===== config.mk =====
export PLATFORM = sky130hd
export DESIGN_NAME = ps2_host_port_with_rx_fifo
export DESIGN_NICKNAME = d
export VERILOG_FILES = /design/src/hdl/ps2hp_pkg.sv /design/src/hdl/ps2hp_frame.sv /design/src/hdl/ps2hp_fifo.sv /design/src/hdl/ps2_host_port_with_rx_fifo.sv
export SDC_FILE = /design/constraint.sdc
export NUM_CORES = 1
export LEC_CHECK = 0
export BUFFER_PORTS_ARGS = -buffer_cell sky130_fd_sc_hd__buf_4
export CORE_MARGIN = 4
export CORE_UTILIZATION = 55
export CTS_CLUSTER_DIAMETER = 200
export DETAILED_ROUTE_END_ITERATION = 12
export HOLD_SLACK_MARGIN = 0.15
export PLACE_DENSITY = 0.8
export SLEW_MARGIN = 0
export SYNTH_ARGS = -nofsm -noshare
export SYNTH_HDL_FRONTEND = slang
export SYNTH_SLANG_ARGS = --single-unit

===== constraint.sdc =====
create_clock -name clk -period 2.4 [get_ports clk]
set_clock_uncertainty 0.15 [all_clocks]
set_input_delay 0.48 -clock clk [delete_from_list [all_inputs] [get_ports clk]]
set_output_delay 0.48 -clock clk [all_outputs]
set_load 0.005 [all_outputs]

===== src/hdl/ps2hp_pkg.sv =====
// ----------------------------------------------------------------------------
// ps2hp_pkg
// Shared types, codes and helpers for the PS/2 host port with receive FIFO.
// ----------------------------------------------------------------------------
`default_nettype none

package ps2hp_pkg;

    // request codes carried in s_tuser
    localparam logic [1:0] REQ_CLOCK = 2'd0;
    localparam logic [1:0] REQ_SEND  = 2'd1;
    localparam logic [1:0] REQ_POP   = 2'd2;

    // link mode codes carried in m_tuser
    localparam logic [1:0] LINK_RX  = 2'd0;
    localparam logic [1:0] LINK_TX  = 2'd1;
    localparam logic [1:0] LINK_ERR = 2'd2;

    // start + 8 data + parity + stop
    localparam logic [3:0] FRAME_BITS = 4'd11;

    typedef enum logic [2:0] {
        MODE_RX  = 3'b001,
        MODE_TX  = 3'b010,
        MODE_ERR = 3'b100
    } mode_t;

    // framing engine to FIFO and output stage
    typedef struct packed {
        logic       push;
        logic [7:0] push_byte;
        logic       got;
        logic       drive_low;
        logic [1:0] link_mode;
    } frame_out_t;

    // FIFO command for one transfer
    typedef struct packed {
        logic       push;
        logic       pop;
        logic       flush;
        logic [7:0] push_byte;
    } fifo_cmd_t;

    // bit that gives the byte plus itself odd weight
    function automatic logic odd_parity(input logic [7:0] v);
        odd_parity = ~(^v);
    endfunction

endpackage

`default_nettype wire


===== src/hdl/ps2hp_frame.sv =====
// ----------------------------------------------------------------------------
// ps2hp_frame
// Receive/transmit framing engine: start, data, parity, stop and ack bits.
// ----------------------------------------------------------------------------
`default_nettype none

module ps2hp_frame (
    input  wire logic                  clk,
    input  wire logic                  rst_n,
    input  wire logic                  en,
    input  wire logic [1:0]            req_type,
    input  wire logic                  data_line,
    input  wire logic [7:0]            send_byte,
    output ps2hp_pkg::frame_out_t      status
);

    ps2hp_pkg::mode_t mode_reg, mode_next;
    logic [3:0] bits_left_reg, bits_left_next;
    logic [7:0] shift_reg, shift_next;
    logic       parity_hold_reg, parity_hold_next;
    logic       drive_low_reg, drive_low_next;
    logic       push;
    logic       got;
    logic       bad;

    always_comb
    begin
        mode_next        = mode_reg;
        bits_left_next   = bits_left_reg;
        shift_next       = shift_reg;
        parity_hold_next = parity_hold_reg;
        drive_low_next   = drive_low_reg;
        push             = 1'b0;
        got              = 1'b0;
        bad              = 1'b0;

        if (req_type == ps2hp_pkg::REQ_SEND)
        begin
            shift_next     = send_byte;
            drive_low_next = 1'b1;
            mode_next      = ps2hp_pkg::MODE_TX;
            bits_left_next = ps2hp_pkg::FRAME_BITS;
        end
        else if (req_type == ps2hp_pkg::REQ_CLOCK)
        begin
            unique case (mode_reg)
                ps2hp_pkg::MODE_RX:
                begin
                    bad = (bits_left_reg == ps2hp_pkg::FRAME_BITS && data_line)
                       || (bits_left_reg == 4'd2
                           && ps2hp_pkg::odd_parity(shift_reg) != data_line)
                       || (bits_left_reg == 4'd1 && !data_line);
                    if (bits_left_reg < ps2hp_pkg::FRAME_BITS && bits_left_reg > 4'd2)
                        shift_next = {data_line, shift_reg[7:1]};
                    if (bad)
                        mode_next = ps2hp_pkg::MODE_ERR;
                    else if (bits_left_reg <= 4'd1)
                    begin
                        push           = 1'b1;
                        got            = 1'b1;
                        bits_left_next = ps2hp_pkg::FRAME_BITS;
                    end
                    else
                        bits_left_next = bits_left_reg - 4'd1;
                end
                ps2hp_pkg::MODE_TX:
                begin
                    if (bits_left_reg == ps2hp_pkg::FRAME_BITS)
                        parity_hold_next = ps2hp_pkg::odd_parity(shift_reg);
                    if (bits_left_reg <= ps2hp_pkg::FRAME_BITS && bits_left_reg > 4'd3)
                    begin
                        drive_low_next = ~shift_reg[0];
                        shift_next     = {1'b0, shift_reg[7:1]};
                    end
                    if (bits_left_reg == 4'd3)
                        drive_low_next = ~parity_hold_reg;
                    if (bits_left_reg == 4'd2)
                        drive_low_next = 1'b0;
                    // device must pull data low to acknowledge
                    if (bits_left_reg == 4'd1 && data_line)
                        mode_next = ps2hp_pkg::MODE_ERR;
                    else if (bits_left_reg <= 4'd1)
                    begin
                        mode_next      = ps2hp_pkg::MODE_RX;
                        bits_left_next = ps2hp_pkg::FRAME_BITS;
                    end
                    else
                        bits_left_next = bits_left_reg - 4'd1;
                end
                default:
                begin
                    // error mode: clock cycles are ignored
                end
            endcase
        end
    end

    always_ff @(posedge clk or negedge rst_n)
    begin
        if (!rst_n)
        begin
            mode_reg        <= ps2hp_pkg::MODE_RX;
            bits_left_reg   <= ps2hp_pkg::FRAME_BITS;
            shift_reg       <= 8'd0;
            parity_hold_reg <= 1'b0;
            drive_low_reg   <= 1'b0;
        end
        else if (en)
        begin
            mode_reg        <= mode_next;
            bits_left_reg   <= bits_left_next;
            shift_reg       <= shift_next;
            parity_hold_reg <= parity_hold_next;
            drive_low_reg   <= drive_low_next;
        end
    end

    always_comb
    begin
        status.push      = push;
        status.push_byte = shift_reg;
        status.got       = got;
        status.drive_low = drive_low_next;
        unique case (mode_next)
            ps2hp_pkg::MODE_TX:  status.link_mode = ps2hp_pkg::LINK_TX;
            ps2hp_pkg::MODE_ERR: status.link_mode = ps2hp_pkg::LINK_ERR;
            default:             status.link_mode = ps2hp_pkg::LINK_RX;
        endcase
    end

endmodule

`default_nettype wire


===== src/hdl/ps2hp_fifo.sv =====
// ----------------------------------------------------------------------------
// ps2hp_fifo
// Receive FIFO: one synchronous memory, pointers, count, flush on send.
// ----------------------------------------------------------------------------
`default_nettype none

module ps2hp_fifo #(
    parameter int DEPTH = 16
) (
    input  wire logic                  clk,
    input  wire logic                  rst_n,
    input  wire logic                  en,
    input  wire ps2hp_pkg::fifo_cmd_t  cmd,
    output logic                       pop_ok,
    output logic [7:0]                 rd_data,
    output logic [4:0]                 level
);

    localparam int AW = (DEPTH > 1) ? $clog2(DEPTH) : 1;
    localparam int CW = $clog2(DEPTH + 1);

    logic [7:0]    mem [DEPTH];
    logic [AW-1:0] wr_ptr_reg, wr_ptr_next;
    logic [AW-1:0] rd_ptr_reg, rd_ptr_next;
    logic [CW-1:0] count_reg, count_next;
    logic          push_ok;
    logic [CW+4:0] count_ext;

    assign push_ok = cmd.push && (count_reg < CW'(DEPTH));
    assign pop_ok  = cmd.pop && (count_reg != '0);

    always_comb
    begin
        wr_ptr_next = wr_ptr_reg;
        rd_ptr_next = rd_ptr_reg;
        count_next  = count_reg;
        if (cmd.flush)
        begin
            rd_ptr_next = wr_ptr_reg;
            count_next  = '0;
        end
        else if (push_ok)
        begin
            wr_ptr_next = (wr_ptr_reg == AW'(DEPTH - 1)) ? '0 : wr_ptr_reg + 1'b1;
            count_next  = count_reg + 1'b1;
        end
        else if (pop_ok)
        begin
            rd_ptr_next = (rd_ptr_reg == AW'(DEPTH - 1)) ? '0 : rd_ptr_reg + 1'b1;
            count_next  = count_reg - 1'b1;
        end
    end

    assign count_ext = {5'd0, count_next};
    assign level     = count_ext[4:0];

    // push and pop never share a transfer, so no same-entry collision
    always_ff @(posedge clk)
    begin
        if (en && push_ok)
            mem[wr_ptr_reg] <= cmd.push_byte;
        if (en && pop_ok)
            rd_data <= mem[rd_ptr_reg];
    end

    always_ff @(posedge clk or negedge rst_n)
    begin
        if (!rst_n)
        begin
            wr_ptr_reg <= '0;
            rd_ptr_reg <= '0;
            count_reg  <= '0;
        end
        else if (en)
        begin
            wr_ptr_reg <= wr_ptr_next;
            rd_ptr_reg <= rd_ptr_next;
            count_reg  <= count_next;
        end
    end

endmodule

`default_nettype wire


===== src/hdl/ps2_host_port_with_rx_fifo.sv =====
// ----------------------------------------------------------------------------
// ps2_host_port_with_rx_fifo
// PS/2 host port: frame receive/transmit with a receive byte FIFO.
// ----------------------------------------------------------------------------
// Takes one request per clock and returns exactly one result for each, in the
// cycle after the input transfer; the FIFO memory read port and the result
// fields are registered on the transfer. A clock request stands for a whole
// device clock period with the data level sampled at its falling edge. Good
// received bytes go into a FIFO_DEPTH entry FIFO (a byte arriving when it is
// full is dropped); a send request flushes the FIFO and starts a transmit
// frame. Framing errors are sticky until the next send. The input stalls
// only while a result waits and the output is not ready.
`default_nettype none

module ps2_host_port_with_rx_fifo #(
    parameter int FIFO_DEPTH = 16
) (
    input  wire logic        clk,
    input  wire logic        rst_n,
    input  wire logic        s_tvalid,
    output logic             s_tready,
    input  wire logic [15:0] s_tdata,   // data_line, send_byte[7:0], zero pad
    input  wire logic [1:0]  s_tuser,   // req_type
    output logic             m_tvalid,
    input  wire logic        m_tready,
    output logic [15:0] m_tdata,        // popped_byte[7:0], popped_valid,
                                        // fifo_level[4:0], drive_data_low,
                                        // byte_received
    output logic [1:0]       m_tuser    // link_mode
);

    ps2hp_pkg::frame_out_t status;
    ps2hp_pkg::fifo_cmd_t  cmd;
    logic       xfer_in;
    logic       pop_ok;
    logic [7:0] rd_data;
    logic [4:0] level;

    logic       m_tvalid_reg;
    logic       pvalid_reg;
    logic [4:0] level_reg;
    logic       drive_reg;
    logic       got_reg;
    logic [1:0] link_reg;

    assign s_tready = !m_tvalid_reg || m_tready;
    assign xfer_in  = s_tvalid && s_tready;

    ps2hp_frame u_frame (
        .clk       (clk),
        .rst_n     (rst_n),
        .en        (xfer_in),
        .req_type  (s_tuser),
        .data_line (s_tdata[0]),
        .send_byte (s_tdata[8:1]),
        .status    (status)
    );

    always_comb
    begin
        cmd.push      = status.push;
        cmd.push_byte = status.push_byte;
        cmd.pop       = (s_tuser == ps2hp_pkg::REQ_POP);
        cmd.flush     = (s_tuser == ps2hp_pkg::REQ_SEND);
    end

    ps2hp_fifo #(
        .DEPTH (FIFO_DEPTH)
    ) u_fifo (
        .clk     (clk),
        .rst_n   (rst_n),
        .en      (xfer_in),
        .cmd     (cmd),
        .pop_ok  (pop_ok),
        .rd_data (rd_data),
        .level   (level)
    );

    always_ff @(posedge clk or negedge rst_n)
    begin
        if (!rst_n)
            m_tvalid_reg <= 1'b0;
        else if (xfer_in)
            m_tvalid_reg <= 1'b1;
        else if (m_tready)
            m_tvalid_reg <= 1'b0;
    end

    always_ff @(posedge clk)
    begin
        if (xfer_in)
        begin
            pvalid_reg <= pop_ok;
            level_reg  <= level;
            drive_reg  <= status.drive_low;
            got_reg    <= status.got;
            link_reg   <= status.link_mode;
        end
    end

    assign m_tvalid = m_tvalid_reg;
    assign m_tdata  = {got_reg, drive_reg, level_reg, pvalid_reg,
                       (pvalid_reg ? rd_data : 8'd0)};
    assign m_tuser  = link_reg;

    // the input side is always ready when no result is pending
    a_ready_when_empty: assert property (@(posedge clk) disable iff (!rst_n)
        !m_tvalid |-> s_tready)
        else $error("input stalled with empty output stage");

    // a send shows the start bit driven and transmit mode in its result
    a_send_result: assert property (@(posedge clk) disable iff (!rst_n)
        (s_tvalid && s_tready && s_tuser == ps2hp_pkg::REQ_SEND)
        |=> (m_tvalid && m_tdata[14] && m_tuser == ps2hp_pkg::LINK_TX))
        else $error("send result wrong");

    // a completed frame is only reported while receiving
    a_got_in_rx: assert property (@(posedge clk) disable iff (!rst_n)
        (m_tvalid && m_tdata[15]) |-> (m_tuser == ps2hp_pkg::LINK_RX))
        else $error("frame done outside receive mode");

    // a pop result never also reports a received frame
    a_pop_no_got: assert property (@(posedge clk) disable iff (!rst_n)
        (m_tvalid && m_tdata[8]) |-> !m_tdata[15])
        else $error("pop and received frame in one result");

endmodule

`default_nettype wire

Word level (Yosys, flattened, before mapping)
Memory sizes are Yosys's and may differ from the RTL's. A register that Yosys moved wholly into a read port is not among the register bits.
Index checks and enable logic that the tools add are counted.
{ "op_classes": {"n_reduce_logical": 28, "n_addsub": 5, "eq_ne": 18, "bitwise_logic": 4, "muxes": 42, "order_cmp": 6} }
{ "op_table": {"columns": ["operator", "count"], "rows": [
  ["4-bit two-way mux", 10],
  ["8-bit two-way mux", 5],
  ["8-bit one-hot mux with 2 select lines", 1],
  ["1-bit two-way mux", 15],
  ["3-bit two-way mux", 5],
  ["5-bit two-way mux", 3],
  ["5-bit AND reduction", 3],
  ["4-bit equality test, second input constant", 3],
  ["1-bit logical AND", 11],
  ["4-bit by 1-bit adder with 4-bit output, second input constant", 2],
  ["4-bit by 2-bit equality test with 1-bit output, second input constant", 2],
  ["4-bit by 2-bit greater-than comparator with 1-bit output, second input constant", 2],
  ["4-bit one-hot mux with 2 select lines", 1],
  ["8-bit parity", 1],
  ["3-bit by 2-bit equality test with 1-bit output, second input constant", 2],
  ["3-bit by 2-bit != test with 1-bit output, second input constant", 2],
  ["3-bit != test, second input constant", 2],
  ["3-bit one-hot mux with 2 select lines", 1],
  ["3-bit AND reduction", 2],
  ["2-bit nonzero test", 3],
  ["5-bit by 1-bit adder with 5-bit output, second input constant", 1],
  ["5-bit < comparator, second input constant", 1],
  ["5-bit nonzero test", 1],
  ["5-bit by 1-bit subtractor with 5-bit output, second input constant", 1],
  ["17 further kinds", 23]
]} }
{ "word_totals": {"reg_bits": 41, "ram_bits": 128, "wordCells": 118, "out_inout_bits": 20, "n_memories": 1, "input_bits": 22} }
{ "mem_list": {"columns": ["memory", "words", "word_bits", "read_ports", "rd_clocked_by_memory_dff", "wr", "line_no", "rtl"], "rows": [
  ["u_fifo.mem", 16, 8, 1, 1, 1, "ps2hp_fifo.sv:22", "logic [7:0] mem [DEPTH];"]
]} }

Logic depth before layout (Yosys ltp)
{ "depth": {"depth_word": 14, "mapped_depth": 9, "depth_no_buf": 9} }

By module
Synthesis repeated with hierarchy kept, for this count alone.
{ "unflattened": {"cells_unflattened": 569, "hier_area_um2": 8045.2} }
{ "modules_own_cells": {"columns": ["mod", "area_per_inst_um2", "cells_per_inst", "instances", "seq_area_each_um2"], "rows": [
  ["ps2hp_fifo", 6222.2, 381, 1, 4409.2],
  ["ps2hp_frame", 1383.8, 161, 1, 430.4],
  ["ps2_host_port_with_rx_fifo", 439.2, 27, 1, 325.3]
]} }

Worst setup path after synthesis
Ideal clock, no wire load.
{ "synth_path": {"kind": "register to register", "from": "register u_frame.bits_left_reg[0]", "to": "memory u_fifo.mem[14][0], enable pin", "arrival_ps": 2204, "t_required_ps": 1918, "path_buffers": 1, "setup_slack_ps": -286, "setup_time_ps": 332, "stages_incl_launch_ff": 10, "period_less_slack_ps": 2686, "cell_sequence": "dfstp_2 -> inv_1 -> ha_1 -> mux2i_1 -> nor2b_1 -> nor3_1 -> mux2i_4 -> nor3_4 -> buf_6 -> and3_1"} }
{ "synth_between": {"elab_chain_len": 12, "elab_cells_between_ends": 18, "classes_between": "order compare (1); eq/ne (3); mux (7); reduce/logical (7)"} }
{ "synth_lines": {"columns": ["item", "line_no", "rtl"], "rows": [
  ["start: declaration", "ps2hp_frame.sv:18", "logic [3:0] bits_left_reg, bits_left_next;"],
  ["start signal: assignment", "ps2hp_frame.sv:103", "bits_left_reg <= ps2hp_pkg::FRAME_BITS;"],
  ["start signal: assignment", "ps2hp_frame.sv:111", "bits_left_reg <= bits_left_next;"],
  ["branches (longest 4 deep; another with 4-bit by 1-bit less-or-equal comparator with 1-bit output)", null, null],
  ["1-bit two-way mux (*)", "ps2hp_frame.sv:55", "if (bad)"],
  ["1-bit two-way mux (*) (3 in a row)", null, null],
  ["1-bit logical AND (*)", "ps2hp_fifo.sv:29", "assign push_ok = cmd.push && (count_reg < CW'(DEPTH));"],
  ["1-bit logical AND (*)", "ps2hp_fifo.sv:60", "if (en && push_ok)"],
  ["1-bit two-way mux (*)", "ps2hp_fifo.sv:60", null],
  ["1-bit two-way mux (not written as such) (*)", "ps2hp_fifo.sv:61", "mem[wr_ptr_reg] <= cmd.push_byte;"],
  ["end: declaration", "ps2hp_fifo.sv:22", null]
]} }
Mark *: on every way between the ends.

Worst setup path after layout
{ "layout_path": {"from": "register u_frame.bits_left_reg[0]", "to": "memory u_fifo.mem[0][4], enable pin"} }
Same word-level chain as after synthesis.

==> metrics.yaml <==
outcome:
  run_status: "finished with violations"
  failed_checks: "negative setup slack"
placement:
  numPortBuffers: 34
  detailedPlacementHpwl_um: 10700
  finalWeightedCongestion: 0.906
  placement.cell_area_um2: 8820
grt:
  grt_usage_pct: 22.2
  grt_pass1_wl_um: 27000
  gr-total-overflow: 0
  first_global_vias: 4918
  antenna_violations_before_repair: 0
  grt_max_degree: 37
logic_synthesis:
  netlist-cell-type-count: 58
  synth-edff-count: 146
  ys_dominant_reg_cell: "edfxtp_1"
  ys_async_sr_fraction_pct: 17.5
  netlist.area_leader.share_pct: 55.8
  synthDominantAreaCellType: "edfxtp_1"
  yosys-top-cells-area: "edfxtp_1 (56%), mux4_2 (11%), dfrtp_1 (8.6%)"
  sequential_area_share_after_synthesis_pct: 65.7
  synth.ff_latch_count: 177
  synth.avg_cell_area_um2: 16.0
  synth-warning-count: 0
  post_synth_instance_area_um2: 7860
  netlist_instances: 490
  synth_commonest_cells: "edfxtp_1 (146), mux4_2 (40), dfrtp_1 (27)"
  post-synth-top-count-cell: "edfxtp_1"
  synth.net_count: 526
critical_path:
  cp_max_fo: 8
  crit_chain: "inv_2 > ha_4 > mux2i_1 > nor2b_2 > nor3_2 > mux2i_4 > nor3_4 > buf_12 > buf_8 > and3_4"
  worstSetupStartpointType: "register"
  worstSetupStartpoint: "u_frame.bits_left_reg[0]$_DFFE_PN1P_"
  critPathCaptureType: "register"
  crit_path_max_incr_delay_ns: 0.57
  critical_path_required_ns: 2.38
  r2r_start: "u_frame.bits_left_reg[0]$_DFFE_PN1P_"
  cp_data_arrival_time_ns: 2.60
  critical-path-slowest-cell: "dfstp_2"
  crit_type: "register to register"
clock_network:
  tritoncts.num_buffers: 17
  clock_latency_ns: 0.42
  buffer_depth_of_the_longest_clock_path: 2
  cts_tree: "built"
  ctsHtreeMaxLevel: 4
  clock_root_buffer: "clkbuf_16"
  clock_sinks: 177
  clk_pin_slew_worst_paths_ns: 0.07
cells_and_area:
  drive_above_1_share_pct: 42.7
  max_ffs_per_register: 128
  nets: 632
  postLayoutCellArea_um2: 9800
  layout.filler_cells: 831
  antenna_cells_inserted: 0
  layout-area-overhead-vs-synth_pct: 24.7
floorplanning:
  dieArea_um2: 16300
  core_area_um2: 13900
  pin_count: 42
  die-width_um: 128
  initial_core_util_pct: 56.4
  fp-row-count: 43
  dieHeight_um: 128
power_and_ir_drop:
  leakage_nw: 3.54
  vdd_ir_drop_max_mv: 0.652
  power_density_nw_per_um2: 1090
run:
  maxCapViolations: 0
min_path:
  worst_hold_path_type: "input pin to register"
  hold_path_startpoint: "s_tdata[8]"
detailed_routing:
  post_detailed_routing_wire_length_um: 17600
  route.detailed.vias_per_inst: 6.21
  drc: 0
  detailedRoute.firstIterationViolations: 562
  wl_per_cell_um: 22.3
  final_antenna_net_count: 0
  drt_pass1_iterations: 5
  detailroute.via_count: 4898
sta:
  relative_slew_slack_pct: 60.5
  final_period_minus_worst_setup_slack_ns: 2.62
  grt_setup_unrepaired: "yes"
  final_critical_path_setup_slack_ns: -0.222
  timing_max_transition_violations_final: 0
  final.period_utilization_pct: 109
  report.final.setup_viol: 139
  hold_viol_final: 0
  fin_worst_hold_slack_ns: 0.203
  worst_pin_slew_ns: 0.593
  clock.fmax_mhz: 381
[stage by stage]
step | cells | TNS (ns) | util (%) | power [mW] | setup WS, ns
2_1_floorplan | 490 | -0.775 | - | 6.18 | -0.0201
3_3_place_gp | 741 | -11.71 | 63.3 | 7.24 | -0.170
3_5_place_dp | 741 | -19.89 | 63.3 | 7.36 | -0.245
4_1_cts | 788 | -21.20 | 68.9 | 10.3 | -0.182
5_1_grt | 789 | -37.24 | 70.3 | 11.1 | -0.295
6_report | 789 | -25.79 | 70.3 | 10.7 | -0.222
[layout by cell type (no fill, tap or decap), types with 4 or more instances in the layout]
master,synthesis,final
a21oi_1,14,13
a31oi_1,7,6
and2_1,14,10
and2_4,0,4
and3_4,0,12
buf_12,0,4
buf_4,3,99
buf_6,1,7
clkbuf_16,0,17
dfrtp_1,27,18
dfrtp_2,0,9
dfstp_2,4,4
edfxtp_1,146,146
ha_1,14,9
ha_4,0,4
inv_1,15,13
inv_6,0,7
mux2_2,5,5
mux2i_1,12,10
mux4_2,40,40
nand2_1,23,22
nand2b_1,6,5
nand3_1,10,8
nor2_1,17,13
nor2b_1,5,4
o21a_1,4,4
o21ai_0,19,16
o21ai_1,2,4
xnor2_2,1,5
[path summary, 6_finish.rpt]
| kind | end | slack [ns] | depth (start not counted) |
|---|---|---|---|
| setup / recovery | u_fifo.mem[0][4]$_DFFE_PP_ | -0.22 | 10 |
| hold / removal | u_frame.shift_reg[7]$_DFFE_PN0P_ | 0.20 | 3 |
| setup reg to reg | u_fifo.mem[0][4]$_DFFE_PP_ | -0.22 | 10 |
| hold reg to reg | u_frame.parity_hold_reg$_DFFE_PN0P_ | 0.36 | 1 |
| max in group asynchronous | u_fifo.rd_ptr_reg[0]$_DFFE_PN0P_ | 1.39 | 2 |
| min in group asynchronous | u_frame.mode_reg[2]$_DFFE_PN0P_ | 0.37 | 2 |
[area by class of cell]
cell class / instances / area, µm² / share of cell area (%)
repair buffers: 113 / 937 / 9.57
clock buffers: 20 / 457 / 4.66
clock inverters: 12 / 118 / 1.20
inverters: 15 / 56.3 / 0.575
multi-input cells: 272 / 2830 / 28.9
well taps: 180 / 225 / 2.30
flip-flops and latches: 177 / 5180 / 52.8
[power by group]
group	internal [mW]	switching [mW]
Sequential	3.85	0.206
Clock	1.51	1.17
Combinational	1.99	1.94
[cells by family (layout without fill, tap and decap cells)]
| group | count (synthesis) | after routing | synth area share [%] |
|---|---|---|---|
| mux | 59 | 59 | 14.2 |
| compound gates | 79 | 79 | 6.72 |
| fa+ha+maj | 14 | 14 | 2.23 |
| flops | 177 | 177 | 65.7 |
| buf+inv | 41 | 160 | 2.26 |
| xor+xnor | 9 | 9 | 1.10 |
| simple gates | 111 | 111 | 7.77 |
[critical path, delay by kind of cell, from the launching register on]
kind	cells	cell delay (ns)
multiplexers	2	0.32
flip-flops	1	0.57
buffers and inverters	3	0.34
adder cells (fa/ha/maj)	1	0.17
AND/OR/NAND/NOR	4	0.78
[per-layer routing]
layer	track usage [%]	up-vias	part of all wire, %
met5	0	-	0
met4	6.50	0	2.1
met3	6.02	34	7.4
met2	35.5	217	51
met1	30.5	2493	40
li1	-	2154	-
[repair_timing]
action                                  in CTS  in global routing
gates resized for setup                     28                 38
endpoints found under the setup margin     141                147
pin swaps                                    9                 13
endpoints found under the hold margin       32                  0
hold buffers                                 2                  0
setup buffers                               15                  1
No activity file was read; power rests on OpenSTA's default activity.
